`config.mk`:
```
export PLATFORM = sky130hd
export DESIGN_NAME = qrrs_cell
export DESIGN_NICKNAME = d
export VERILOG_FILES = /design/src/sv/qrrs_pkg.sv /design/src/sv/qrrs_cell.sv
export SDC_FILE = /design/constraint.sdc
export NUM_CORES = 1
export LEC_CHECK = 0
export BUFFER_PORTS_ARGS = -buffer_cell sky130_fd_sc_hd__buf_2
export CAP_MARGIN = 20
export CORE_MARGIN = 5
export CORE_UTILIZATION = 45
export CTS_CLUSTER_DIAMETER = 60
export DETAILED_ROUTE_END_ITERATION = 6
export PLACE_DENSITY = 0.7
export SYNTH_ARGS = -nofsm -noshare
export SYNTH_HDL_FRONTEND = slang
export SYNTH_SLANG_ARGS = --single-unit
```
`constraint.sdc`:
```
create_clock -name clk -period 3.2 [get_ports clk]
set_clock_uncertainty 0.2 [all_clocks]
set_input_delay 0.64 -clock clk [delete_from_list [all_inputs] [get_ports clk]]
set_output_delay 0.64 -clock clk [all_outputs]
set_load 0.05 [all_outputs]
```
`src/sv/qrrs_pkg.sv`:
```
// Shared types, constants and GF(2^8) arithmetic for the QR Reed-Solomon encoder.
// No dependencies; imported by qrrs_cell and qr_reed_solomon_ecc_encoder_unit.
`timescale 1ns / 1ps
`default_nettype none

package qrrs_pkg;

    // Field reduction polynomial 0x11d without the x^8 term.
    localparam logic [7:0] GF_POLY_LOW    = 8'h1d;
    localparam logic [7:0] GF_ALPHA       = 8'h02;
    localparam logic [7:0] GF_ONE         = 8'h01;
    localparam int         CFG_W          = 5;
    localparam int         RESET_ECC_LEN  = 10;

    // One input transfer: a data codeword and the end-of-block mark.
    typedef struct packed {
        logic [7:0] data_byte;
        logic       block_end;
    } qrrs_in_t;

    // One output transfer: a check codeword and the final-byte mark.
    typedef struct packed {
        logic [7:0] ecc_byte;
        logic       ecc_last;
    } qrrs_out_t;

    // Per-cycle commands broadcast to every cell of the chain.
    typedef struct packed {
        logic init;     // load the starting generator and clear the remainder
        logic derive;   // multiply the generator by (x - root)
        logic absorb;   // fold one data byte into the remainder
        logic capture;  // copy the updated remainder to the output row, clear it
        logic drain;    // shift the output row one cell toward the head
    } qrrs_cell_ctrl_t;

    // Controller states.
    typedef enum logic [2:0] {
        ST_LOAD   = 3'b001,
        ST_DERIVE = 3'b010,
        ST_RUN    = 3'b100
    } qrrs_state_t;

    // GF(2^8) multiply, bit-serial over the bits of b, highest first.
    function automatic logic [7:0] gf_mul(input logic [7:0] a, input logic [7:0] b);
        logic [7:0] acc;
        acc = '0;
        for (int k = 7; k >= 0; k--)
        begin
            acc = {acc[6:0], 1'b0} ^ (acc[7] ? GF_POLY_LOW : 8'h00);
            if (b[k])
            begin
                acc = acc ^ a;
            end
        end
        return acc;
    endfunction

endpackage

`default_nettype wire

```
`src/sv/qrrs_cell.sv`:
```
// One cell of the encoder chain: a generator coefficient, a remainder byte
// and an output byte. Depends on qrrs_pkg for the command struct and gf_mul.
`timescale 1ns / 1ps
`default_nettype none

module qrrs_cell
    import qrrs_pkg::*;
(
    input  wire logic             clk,
    input  wire logic             rst_n,
    input  wire qrrs_cell_ctrl_t  ctrl,
    input  wire logic             is_top,
    input  wire logic [7:0]       root,
    input  wire logic [7:0]       factor,
    input  wire logic [7:0]       gen_up,
    input  wire logic [7:0]       rem_up,
    input  wire logic [7:0]       hold_up,
    output logic [7:0]            gen,
    output logic [7:0]            rem,
    output logic [7:0]            hold
);

    logic [7:0] gen_reg, gen_next;
    logic [7:0] rem_reg, rem_next;
    logic [7:0] hold_reg, hold_next;
    logic [7:0] rem_absorbed;

    // Remainder after one data byte: the upper neighbor shifted in plus g * factor.
    assign rem_absorbed = rem_up ^ gf_mul(gen_reg, factor);

    // Generator coefficient.
    always_comb
    begin
        gen_next = gen_reg;
        if (ctrl.init)
        begin
            gen_next = is_top ? GF_ONE : 8'h00;
        end
        else if (ctrl.derive)
        begin
            gen_next = gf_mul(gen_reg, root) ^ gen_up;
        end
    end

    // Remainder byte; cleared on init and once the block's check bytes have been captured.
    always_comb
    begin
        rem_next = rem_reg;
        if (ctrl.init)
        begin
            rem_next = 8'h00;
        end
        else if (ctrl.absorb)
        begin
            rem_next = ctrl.capture ? 8'h00 : rem_absorbed;
        end
    end

    // Output byte; a capture takes priority over the last shift of the old block.
    always_comb
    begin
        hold_next = hold_reg;
        if (ctrl.capture)
        begin
            hold_next = rem_absorbed;
        end
        else if (ctrl.drain)
        begin
            hold_next = hold_up;
        end
    end

    // Remainder and generator must start clean; the output row is payload only.
    always_ff @(posedge clk or negedge rst_n)
    begin
        if (!rst_n)
        begin
            gen_reg <= '0;
            rem_reg <= '0;
        end
        else
        begin
            gen_reg <= gen_next;
            rem_reg <= rem_next;
        end
    end

    always_ff @(posedge clk)
    begin
        hold_reg <= hold_next;
    end

    assign gen  = gen_reg;
    assign rem  = rem_reg;
    assign hold = hold_reg;

endmodule

`default_nettype wire
```
# ---- Word-level counts from Yosys, hierarchy flattened
# Cells that the tools add are included.
dict set report totals {
  register_bits 24
  inputBits 48
  out_inout_bits 24
  wordCells 90
}
dict set report op_classes {
  n_mux 54
  bitwise_logic 30
  reduce_logical 3
}
# op count
set op_table {}
lappend op_table {{8-bit two-way mux} 39}
lappend op_table {{8-bit XOR} 16}
lappend op_table {{8-bit by 5-bit XOR with 8-bit output} 14}
lappend op_table {{5-bit two-way mux} 14}
lappend op_table {{2-bit nonzero test} 3}
lappend op_table {{1-bit two-way mux} 1}

# ---- Longest topological paths before layout
# Gate-level depths: netlist of run 1.
dict set report depth {
  ltp_word 48
  depth_mapped 10
  ltp_nobuf 7
}

# ---- Least setup slack after synthesis of run 1
# Ideal clock, no wire load.
dict set report synth_path {
  path_type {flip-flop to flip-flop}
  from {register gen_reg[5] (netlist: gen[5])}
  to {register gen_reg[3] (netlist: gen[3])}
  setup_ns 0.133
  arrival_time_ns 2.570
  required_time_ns 2.867
  path_slack_ns 0.297
  stages_incl_launch_ff 9
  n_path_buf 1
  period_less_slack_ns 2.903
  cell_sequence {dfrtp_1 > buf_2 > nand2_1 > xnor3_1 > xnor3_1 > xnor3_2 > xnor3_1 > mux2i_1 > nor2_1}
}
dict set report synth_via {
  elab_chain_cells 43
  word_cells_on_any_way 45
  cone_classes {mux (30); bitwise (15)}
}
# element line
set synth_rtl {}
lappend synth_rtl {{start, declared} qrrs_cell.sv:23} ;# logic [7:0] gen_reg, gen_next;
lappend synth_rtl {{start signal, assigned} qrrs_cell.sv:83} ;# gen_reg <= gen_next;
lappend synth_rtl {{8-bit two-way mux} qrrs_pkg.sv:50} ;# if (b[k])
lappend synth_rtl {{8-bit two-way mux} qrrs_cell.sv:39} ;# else if (ctrl.derive)
lappend synth_rtl {{8-bit two-way mux} qrrs_cell.sv:35} ;# if (ctrl.init)
lappend synth_rtl {{8-bit by 5-bit XOR with 8-bit output} qrrs_pkg.sv:49} ;# acc = {acc[6:0], 1'b0} ^ (acc[7] ? GF_POLY_LOW : 8'h00);
lappend synth_rtl {{8-bit XOR} qrrs_pkg.sv:52} ;# acc = acc ^ a;
lappend synth_rtl {{8-bit two-way mux} qrrs_pkg.sv:50}
lappend synth_rtl {{8-bit two-way mux} qrrs_cell.sv:39}
lappend synth_rtl {{8-bit two-way mux} qrrs_cell.sv:35}
lappend synth_rtl {{(+27 left out)} -}
lappend synth_rtl {{8-bit by 5-bit XOR with 8-bit output *} qrrs_pkg.sv:49}
lappend synth_rtl {{8-bit XOR} qrrs_pkg.sv:52}
lappend synth_rtl {{8-bit two-way mux *} qrrs_pkg.sv:50}
lappend synth_rtl {{8-bit two-way mux *} qrrs_cell.sv:39}
lappend synth_rtl {{8-bit two-way mux *} qrrs_cell.sv:35}
lappend synth_rtl {{8-bit XOR *} qrrs_cell.sv:41} ;# gen_next = gf_mul(gen_reg, root) ^ gen_up;
lappend synth_rtl {{8-bit two-way mux *} qrrs_cell.sv:39}
lappend synth_rtl {{8-bit two-way mux *} qrrs_cell.sv:35}
# Mark *: on every way between the ends. The rest lies on a longest branch, timed or not. The select of a mux whose other input is x is not followed.
# A chain may end at the register's enable or synchronous reset.

# ---- Final worst setup path of run 1
dict set report layout_path {
  from {register gen_reg[6] (netlist: gen[6])}
  to {register gen_reg[3] (netlist: gen[3])}
}
dict set report layout_via {
  elab_chain_cells 43
  word_cells_on_any_way 46
  cone_classes {mux (31); bitwise (15)}
}
# element line
set layout_rtl {}
lappend layout_rtl {{8-bit two-way mux} qrrs_pkg.sv:50}
lappend layout_rtl {{8-bit two-way mux} qrrs_cell.sv:39}
lappend layout_rtl {{8-bit two-way mux} qrrs_cell.sv:35}
lappend layout_rtl {{8-bit by 5-bit XOR with 8-bit output} qrrs_pkg.sv:49}
lappend layout_rtl {{8-bit XOR} qrrs_pkg.sv:52}
lappend layout_rtl {{8-bit two-way mux} qrrs_pkg.sv:50}
lappend layout_rtl {{8-bit two-way mux} qrrs_cell.sv:39}
lappend layout_rtl {{8-bit two-way mux} qrrs_cell.sv:35}
lappend layout_rtl {{(+27 left out)} -}
lappend layout_rtl {{8-bit by 5-bit XOR with 8-bit output *} qrrs_pkg.sv:49}
lappend layout_rtl {{8-bit XOR} qrrs_pkg.sv:52}
lappend layout_rtl {{8-bit two-way mux *} qrrs_pkg.sv:50}
lappend layout_rtl {{8-bit two-way mux *} qrrs_cell.sv:39}
lappend layout_rtl {{8-bit two-way mux *} qrrs_cell.sv:35}
lappend layout_rtl {{8-bit XOR *} qrrs_cell.sv:41}
lappend layout_rtl {{8-bit two-way mux *} qrrs_cell.sv:39}
lappend layout_rtl {{8-bit two-way mux *} qrrs_cell.sv:35}
# Marks and branches as above.

==> results of run 1 <==
[worst max-delay path: stages, from the launching register on]
cell,delay [ns]
dfrtp_1,0.70
nand2_1,0.18
xor2_2,0.27
xnor3_1,0.45
xnor3_2,0.45
xnor3_1,0.37
mux2i_1,0.14
nor2_1,0.05
[cell usage in the layout (no fill, tap or decap), types with 4 or more instances in the layout]
master and n:
a22o_1 8, nand2_1 118, nor2_1 9, clkbuf_8 4, xnor3_1 13, buf_4 15, dfrtp_1 16, buf_2 71
xor2_1 34, edfxtp_1 8, xnor2_1 88, mux2i_1 6, mux2_2 9
[final cells by class]
cell class	count	area, µm²	share of cell area [%]
clock buffer	4	55.1	1.47
inverter	3	11.3	0.301
multi-input combinational	322	2440	65.3
sequential	24	641	17.1
tap	99	124	3.31
timing repair buffer	86	468	12.5
[cells by family after synthesis]
logic type                count (synthesis)
and+or+nand+nor                         143
buffers and inverters                    39
AOI/OAI and AO/OA                        23
muxes                                    15
xor gates and xnor gates                141
DFF                                      24
[power groups by stage]
stage	Sequential (µW)	Combinational [µW]	Clock, µW
final	614	4120	204
after global routing	633	4410	225
after CTS	613	4160	208
after detailed placement	621	4110	0
after global placement	617	4030	0
after floorplan	937	3080	0
[how the worst min path moves through the flow]
stage,to,slack [ns]
6_report,rem[6],0.08
3_3_place_gp,rem[7],0.28
5_1_grt,gen[6],0.10
3_5_place_dp,rem[7],0.28
2_1_floorplan,gen[0],0.14
4_1_cts,gen[6],0.09
[metrics by stage]
step	util [%]	power [µW]	worst slack, ns	cells
3_3_place_gp	51.3	4650	0.233	534
5_1_grt	52.1	5270	0.151	538
6_report	52.1	4940	0.281	538
4_1_cts	52.1	4980	0.280	538
2_1_floorplan	-	4020	0.297	385
3_5_place_dp	51.3	4730	0.171	534
[metal layers]
layer	GRT usage [%]	vias up
li1	-	1326
met1	22.9	1298
met2	34.0	56
met3	1.66	8
met4	2.52	0
met5	0	-
==> results.json, run 1 <==
{
  "crit_type": "reg2reg",
  "switching_share_pct": 46.7,
  "grt_max_degree": 19,
  "critPathLaunch": "gen[6]",
  "n_antenna_cell": 0,
  "synth_edf_count": 8,
  "syn_area_mm2": 0.00327,
  "placed_cell_area_mm2": 0.00368,
  "dp_hpwl_um": 6330,
  "synth_compound_area_share_pct": 6.20,
  "placement.io_buffers": 71,
  "firstDrtPassIters": 4,
  "reg2reg_depth": 7,
  "synth.top_cells.by_area": "xnor2_1 (24%), nand2_1 (14%), dfrtp_1 (12%), xor2_1 (9.1%), xnor3_1 (8.9%)",
  "synth_fa_ha_area_share_pct": 0,
  "num-nets-final": 488,
  "combPwrFrac_pct": 83.4,
  "yosysMostFrequentCell": "nand2_1",
  "min_period_over_period_pct": 91.2,
  "die_h_um": 95.3,
  "synthCells": 385,
  "synth_cell_types": 43,
  "synth_xor_area_share_pct": 45.4,
  "fill_cells": 670,
  "yosys.area_share.simple_pct": 18.0,
  "clock_latency_ns": 0.26,
  "post-route-min-period_ns": 2.92,
  "die_area_mm2": 0.00908,
  "slew_viol_final": 0,
  "met1_length_um": 3430,
  "cts_resized": 0,
  "clockBufferDepth": 2,
  "synth_top_cell_by_area": "xnor2_1",
  "end_kind": "flip-flop",
  "seq_power_share_pct": 12.4,
  "grt_pass1_wl_um": 13000,
  "fin_hold_ws_ns": 0.0797,
  "status": "complete, no violations",
  "yosysWarnings": 0,
  "peakVddDrop_v": 0.000642,
  "clkSinkCount": 24,
  "ys_top_cells_by_count": "nand2_1 (118), xnor2_1 (88), xor2_1 (34)",
  "max_freq_ghz": 0.343,
  "p_leak_uw": 0.00160,
  "drive_gt1_share_pct": 25.1,
  "muxShareOfSynthArea_pct": 4.93,
  "rsz0062_at_grt": "no",
  "drtIter0Drc": 153,
  "grt_remaining_overflow": 0,
  "initial_core_util_pct": 45.6,
  "async_flop_share_pct": 66.7,
  "hold_buffers": 0,
  "setup_tns_ns": 0,
  "synth_top_family_by_area": "XOR/XNOR gates",
  "ios": 72,
  "synth_top_area_share_pct": 23.6,
  "power_density_mw_per_mm2": 1320,
  "intPower_uw": 2640,
  "hold_viol": 0,
  "vias_per_cell": 5.00,
  "place.gp.congestion": 0.887,
  "track_usage_pct": 18.1,
  "cts_root_buf": "clkbuf_8",
  "cp-endpoint": "gen[3]",
  "setup_violations": 0,
  "reg2reg_slack_ns": 0.28,
  "final_antenna_net_count": 0,
  "reg2reg_to": "gen[3]",
  "worst_ep_arrival_time_ns": 2.87,
  "antenna_found_initial": 0,
  "cts_buffers": 3,
  "synth_flop_cell": "dfrtp_1",
  "postSynthAreaPerCell_um2": 8.50,
  "route.detailed.drc": 0,
  "r2r_start": "gen[6]",
  "required_ns": 3.15,
  "ys_seq_elements": 24,
  "met3_length_um": 279,
  "wl_per_cell_um": 15.1,
  "cap_violations": 0,
  "rows": 31,
  "die_w_um": 95.3,
  "wl_met2_um": 4320,
  "coreArea_mm2": 0.00718,
  "grt_pass1_vias": 2716,
  "cts_tree": "yes",
  "clockPowerShare_pct": 4.1,
  "design_area_mm2": 0.00374,
  "maxSlewHeadroom_pct": 35.4,
  "yosysSeqAreaShare_pct": 19.6,
  "path_max_fanout": 14,
  "cts_setup_buffers": 0,
  "path_clk_slew_ns": 0.08,
  "synth_fp_nets": 433,
  "syn_to_final_growth_pct": 14.3,
  "tightest_slew_ns": 0.967,
  "num_vias": 2688,
  "ctsHtreeMaxLevel": 1,
  "top_layer_used": "met4",
  "cp-start-kind": "flip-flop",
  "finalWirelength_um": 8100,
  "p_sw_uw": 2310,
  "min_path_type": "in2async"
}
Power figures use the tool's default switching activity.
==> run 2: changes to the inputs <==
- CTS_CLUSTER_DIAMETER: 60 -> 40
- PLACE_DENSITY: 0.7 -> 0.73
- clock period: 3.2 -> 2.6 ns (I/O delays scaled with it)
==> results.json, run 2 (synthesis results as in run 1) <==
{
  "initial_core_util_pct": 45.6,
  "finalNonFillerCells": 589,
  "crit_path_max_incr_delay_ns": 0.46,
  "path_max_fanout": 5,
  "dp_hpwl_um": 6800,
  "syn_to_final_growth_pct": 31.1,
  "finalWirelength_um": 8730,
  "grt_pass1_wl_um": 13600,
  "num_vias": 2971,
  "clkSinkCount": 24,
  "crit_type": "reg2reg",
  "cts_tree": "yes",
  "grt_max_degree": 17,
  "drive_gt1_share_pct": 37.8,
  "dp_slack_ns": -0.128,
  "rsz0062_at_grt": "yes",
  "min_path_type": "in2reg",
  "die_w_um": 95.3,
  "cts_buffers": 3,
  "drtIter0Drc": 130,
  "track_usage_pct": 19.0,
  "firstDrtPassIters": 7,
  "placement.io_buffers": 71,
  "vias_per_cell": 5.04,
  "layout_commonest_cell": "nand2_1",
  "combPwrFrac_pct": 87.0,
  "n_antenna_cell": 0,
  "switching_share_pct": 43.4,
  "clock_latency_ns": 0.26,
  "coreArea_mm2": 0.00718,
  "post-route-min-period_ns": 2.62,
  "antenna_found_initial": 0,
  "cp-start-kind": "flip-flop",
  "peakVddDrop_v": 0.000871,
  "tightest_slew_ns": 1.05,
  "cap_violations": 0,
  "worst_ep_arrival_time_ns": 2.44,
  "clockBufferDepth": 2,
  "end_kind": "flip-flop",
  "final_antenna_net_count": 0,
  "design_area_mm2": 0.00429,
  "intPower_uw": 4160,
  "status": "finished with violations",
  "die_area_mm2": 0.00908,
  "placedCellCount": 573,
  "p_sw_uw": 3200,
  "grt_remaining_overflow": 0,
  "seq_power_share_pct": 10.1,
  "cts_root_buf": "clkbuf_8",
  "fin_ws_ns": -0.0225,
  "ios": 72,
  "fin_hold_ws_ns": 0.283,
  "rows": 31,
  "max_freq_ghz": 0.381,
  "place.gp.congestion": 0.897,
  "slowest_stage": "dfrtp_2",
  "required_ns": 2.42,
  "ctsHtreeMaxLevel": 1,
  "setup_violations": 1,
  "placed_cell_area_mm2": 0.00403,
  "maxSlewHeadroom_pct": 30.1,
  "path_cells": "mux2_4, a221oi_2, xnor2_1, xnor3_2, xnor2_2, xnor2_2, mux2_4",
  "grt_pass1_vias": 2916,
  "final_cell_mix": "nand2_1 (117), xnor2_1 (74), buf_2 (71), buf_4 (61), xor2_1 (33)",
  "crit_family": "XOR/XNOR gates",
  "path_clk_slew_ns": 0.08,
  "slew_viol_final": 0,
  "p_leak_uw": 0.00194,
  "min_period_over_period_pct": 101,
  "route.detailed.drc": 0,
  "clockPowerShare_pct": 2.9,
  "num-nets-final": 539,
  "hold_viol": 0,
  "die_h_um": 95.3,
  "wl_per_cell_um": 14.8,
  "violations": "negative setup slack",
  "cp_num_buf_inv": 0,
  "power_density_mw_per_mm2": 1720
}
[run 2: changes by cell type in the layout (fill, tap and decap cells not counted), sizes merged]
| cell | before | now |
|---|---|---|
| dlygate4sd3 | 0 | 1 |
| buf | 86 | 136 |
[run 2: power by group through the flow]
stage / sequential [µW] / clock (µW) / combinational, µW
3_3_place_gp: 758 / 0 / 5410
5_1_grt: 764 / 242 / 6840
4_1_cts: 744 / 221 / 5660
6_report: 743 / 215 / 6400
2_1_floorplan: 1170 / 0 / 3930
3_5_place_dp: 756 / 0 / 5530
[run 2: final timing paths]
kind                             start      end  slack, ns  cells after the start
min in group asynchronous        rst_n   rem[5]       0.51                      2
worst max-delay path            gen[7]  hold[3]      -0.02                      7
max in group asynchronous        rst_n   gen[6]       1.40                      2
worst max register to register  gen[7]  hold[3]      -0.02                      7
worst min register to register  rem[7]   rem[7]       0.30                      1
worst min-delay path            is_top   gen[0]       0.28                      3
[run 2: layout make-up]
cell class | count | area [µm²]
inverter | 3 | 11.3
clock buffer | 4 | 45.0
sequential | 24 | 651
fill | 607 | 2890
multi-input combinational | 322 | 2590
timing repair buffer | 137 | 868
tap | 99 | 124
[run 2: per-layer routing]
layer	up-vias	global-route usage, %	wire, µm
met5	-	0	0
met4	0	6.37	178
met3	16	2.29	423
met2	83	35.2	4600
met1	1445	22.6	3530
li1	1427	-	-
[run 2: worst min-delay path, delay by kind of cell]
kind	cells	cell delay [ns]
AND/OR/NAND/NOR	1	0.04
buffers and inverters	1	0.08
AO/OA/AOI/OAI	1	0.07
[run 2: what timing repair did]
action                                  CTS  global route
hold endpoints to repair                 16             0
pin swaps                                 0            10
hold buffers                              1             0
endpoints found under the setup margin    1            10
resized for setup                         1            22
buffers inserted                          3             8
[run 2: through the flow]
step	total power (µW)	setup TNS [ns]	util, %
4_1_cts	6620	0	57.3
6_report	7360	-0.0225	59.8
3_5_place_dp	6290	-0.719	56.1
2_1_floorplan	5090	-0.183	-
5_1_grt	7840	-0.371	59.8
3_3_place_gp	6170	-0.409	56.1
==> run 3: changes to the inputs <==
- CORE_ASPECT_RATIO: default -> 0.7
==> results.json, run 3 (synthesis results as in run 1) <==
{
  "status": "finished with violations",
  "violations": "negative setup slack",
  "seq_power_share_pct": 9.8,
  "die_w_um": 112,
  "num-nets-final": 538,
  "ios": 72,
  "wl_per_cell_um": 16.5,
  "hold_viol": 0,
  "slew_viol_final": 0,
  "path_max_fanout": 8,
  "placedCellCount": 567,
  "cts_tree": "yes",
  "route.detailed.drc": 0,
  "n_antenna_cell": 0,
  "drtIter0Drc": 195,
  "max_freq_ghz": 0.381,
  "required_ns": 2.43,
  "final_cell_mix": "nand2_1 (114), xnor2_1 (74), buf_2 (71), buf_4 (57), xor2_1 (30)",
  "post-route-min-period_ns": 2.63,
  "grt_remaining_overflow": 0,
  "total_power_uw": 7600,
  "maxSlewHeadroom_pct": 22.8,
  "peakVddDrop_v": 0.000728,
  "coreArea_mm2": 0.00719,
  "dp_slack_ns": -0.157,
  "cp-start-kind": "flip-flop",
  "num_vias": 2959,
  "vias_per_cell": 5.04,
  "reg2reg_slack_ns": -0.03,
  "setup_tns_ns": -0.0313,
  "cap_violations": 0,
  "cts_root_buf": "clkbuf_8",
  "rsz0062_at_grt": "yes",
  "clockBufferDepth": 2,
  "die_area_mm2": 0.00910,
  "syn_to_final_growth_pct": 35.1,
  "firstDrtPassIters": 4,
  "finalWirelength_um": 9690,
  "p_leak_uw": 0.00197,
  "dp_hpwl_um": 7480,
  "track_usage_pct": 20.4,
  "combPwrFrac_pct": 86.2,
  "final_antenna_net_count": 0,
  "switching_share_pct": 43.7,
  "min_path_type": "in2reg",
  "antenna_found_initial": 0,
  "ctsHtreeMaxLevel": 1,
  "placement.io_buffers": 71,
  "clkSinkCount": 24,
  "grt_max_degree": 17,
  "power_density_mw_per_mm2": 1720,
  "finalNonFillerCells": 587,
  "crit_type": "reg2reg",
  "grt_pass1_vias": 2914,
  "layout_commonest_cell": "nand2_1",
  "cts_buffers": 3,
  "clockPowerShare_pct": 3.9,
  "clock_latency_ns": 0.27,
  "worst_ep_arrival_time_ns": 2.46,
  "p_sw_uw": 3320,
  "setup_violations": 2,
  "min_period_over_period_pct": 101,
  "die_h_um": 81.3,
  "grt_pass1_wl_um": 14700,
  "path_clk_slew_ns": 0.10,
  "drive_gt1_share_pct": 39.5,
  "place.gp.congestion": 0.903,
  "rows": 26,
  "initial_core_util_pct": 45.5,
  "intPower_uw": 4270,
  "tightest_slew_ns": 1.15,
  "fin_ws_ns": -0.0279,
  "end_kind": "flip-flop"
}
==> run 3: metal layers <==
metal	vias up	global-route usage (%)	routed length, µm
li1	1423	-	-
met1	1406	29.7	4340
met2	121	30.7	4320
met3	9	5.44	939
met4	0	3.28	92
met5	-	0	0
==> run 3: final timing paths <==
kind,start,endpoint,cells after the start
min in group asynchronous,rst_n,gen[7],2
max in group asynchronous,rst_n,gen[3],2
max reg2reg,gen[7],hold[4],7
min reg2reg,rem[6],rem[6],1
max,gen[7],hold[4],7
min,is_top,gen[0],3
==> run 3: per-stage QoR <==
stage | hold WS, ns | area, µm² | utilization [%]
after floorplan | 0.0244 | 3330 | -
after global placement | 0.262 | 3990 | 55.4
after detailed placement | 0.265 | 3990 | 55.4
after CTS | 0.266 | 4120 | 57.2
after global routing | 0.262 | 4420 | 61.5
final | 0.260 | 4420 | 61.5
==> run 3: timing repair <==
action	4_1_cts	5_1_grt
buffers inserted	5	10
pin swaps	4	18
endpoints found under the setup margin	2	14
hold buffers	1	0
endpoints found under the hold margin	16	0
gates resized for setup	2	31
==> run 3: layout make-up <==
class | instances | area (µm²)
Timing Repair Buffer | 136 | 886
Tap cell | 98 | 123
Multi-Input combinational cell | 322 | 2680
Fill cell | 585 | 2770
Clock buffer | 4 | 66.3
Sequential cell | 24 | 651
Inverter | 3 | 11.3
==> run 3: worst max-delay path, cell delays in order, from the launching register on <==
cell	delay (ns)
dfrtp_2	0.51
mux2_4	0.34
a221oi_4	0.25
xnor2_2	0.15
xnor3_2	0.34
xnor2_2	0.17
xnor2_1	0.15
mux2_4	0.26
==> run 3: power by group through the flow <==
stage	clock network (µW)	registers, µW	logic (µW)
after global routing	319	765	6990
after global placement	0	778	5430
after CTS	300	755	5720
final	299	747	6550
after detailed placement	0	779	5580
after floorplan	0	1170	3930
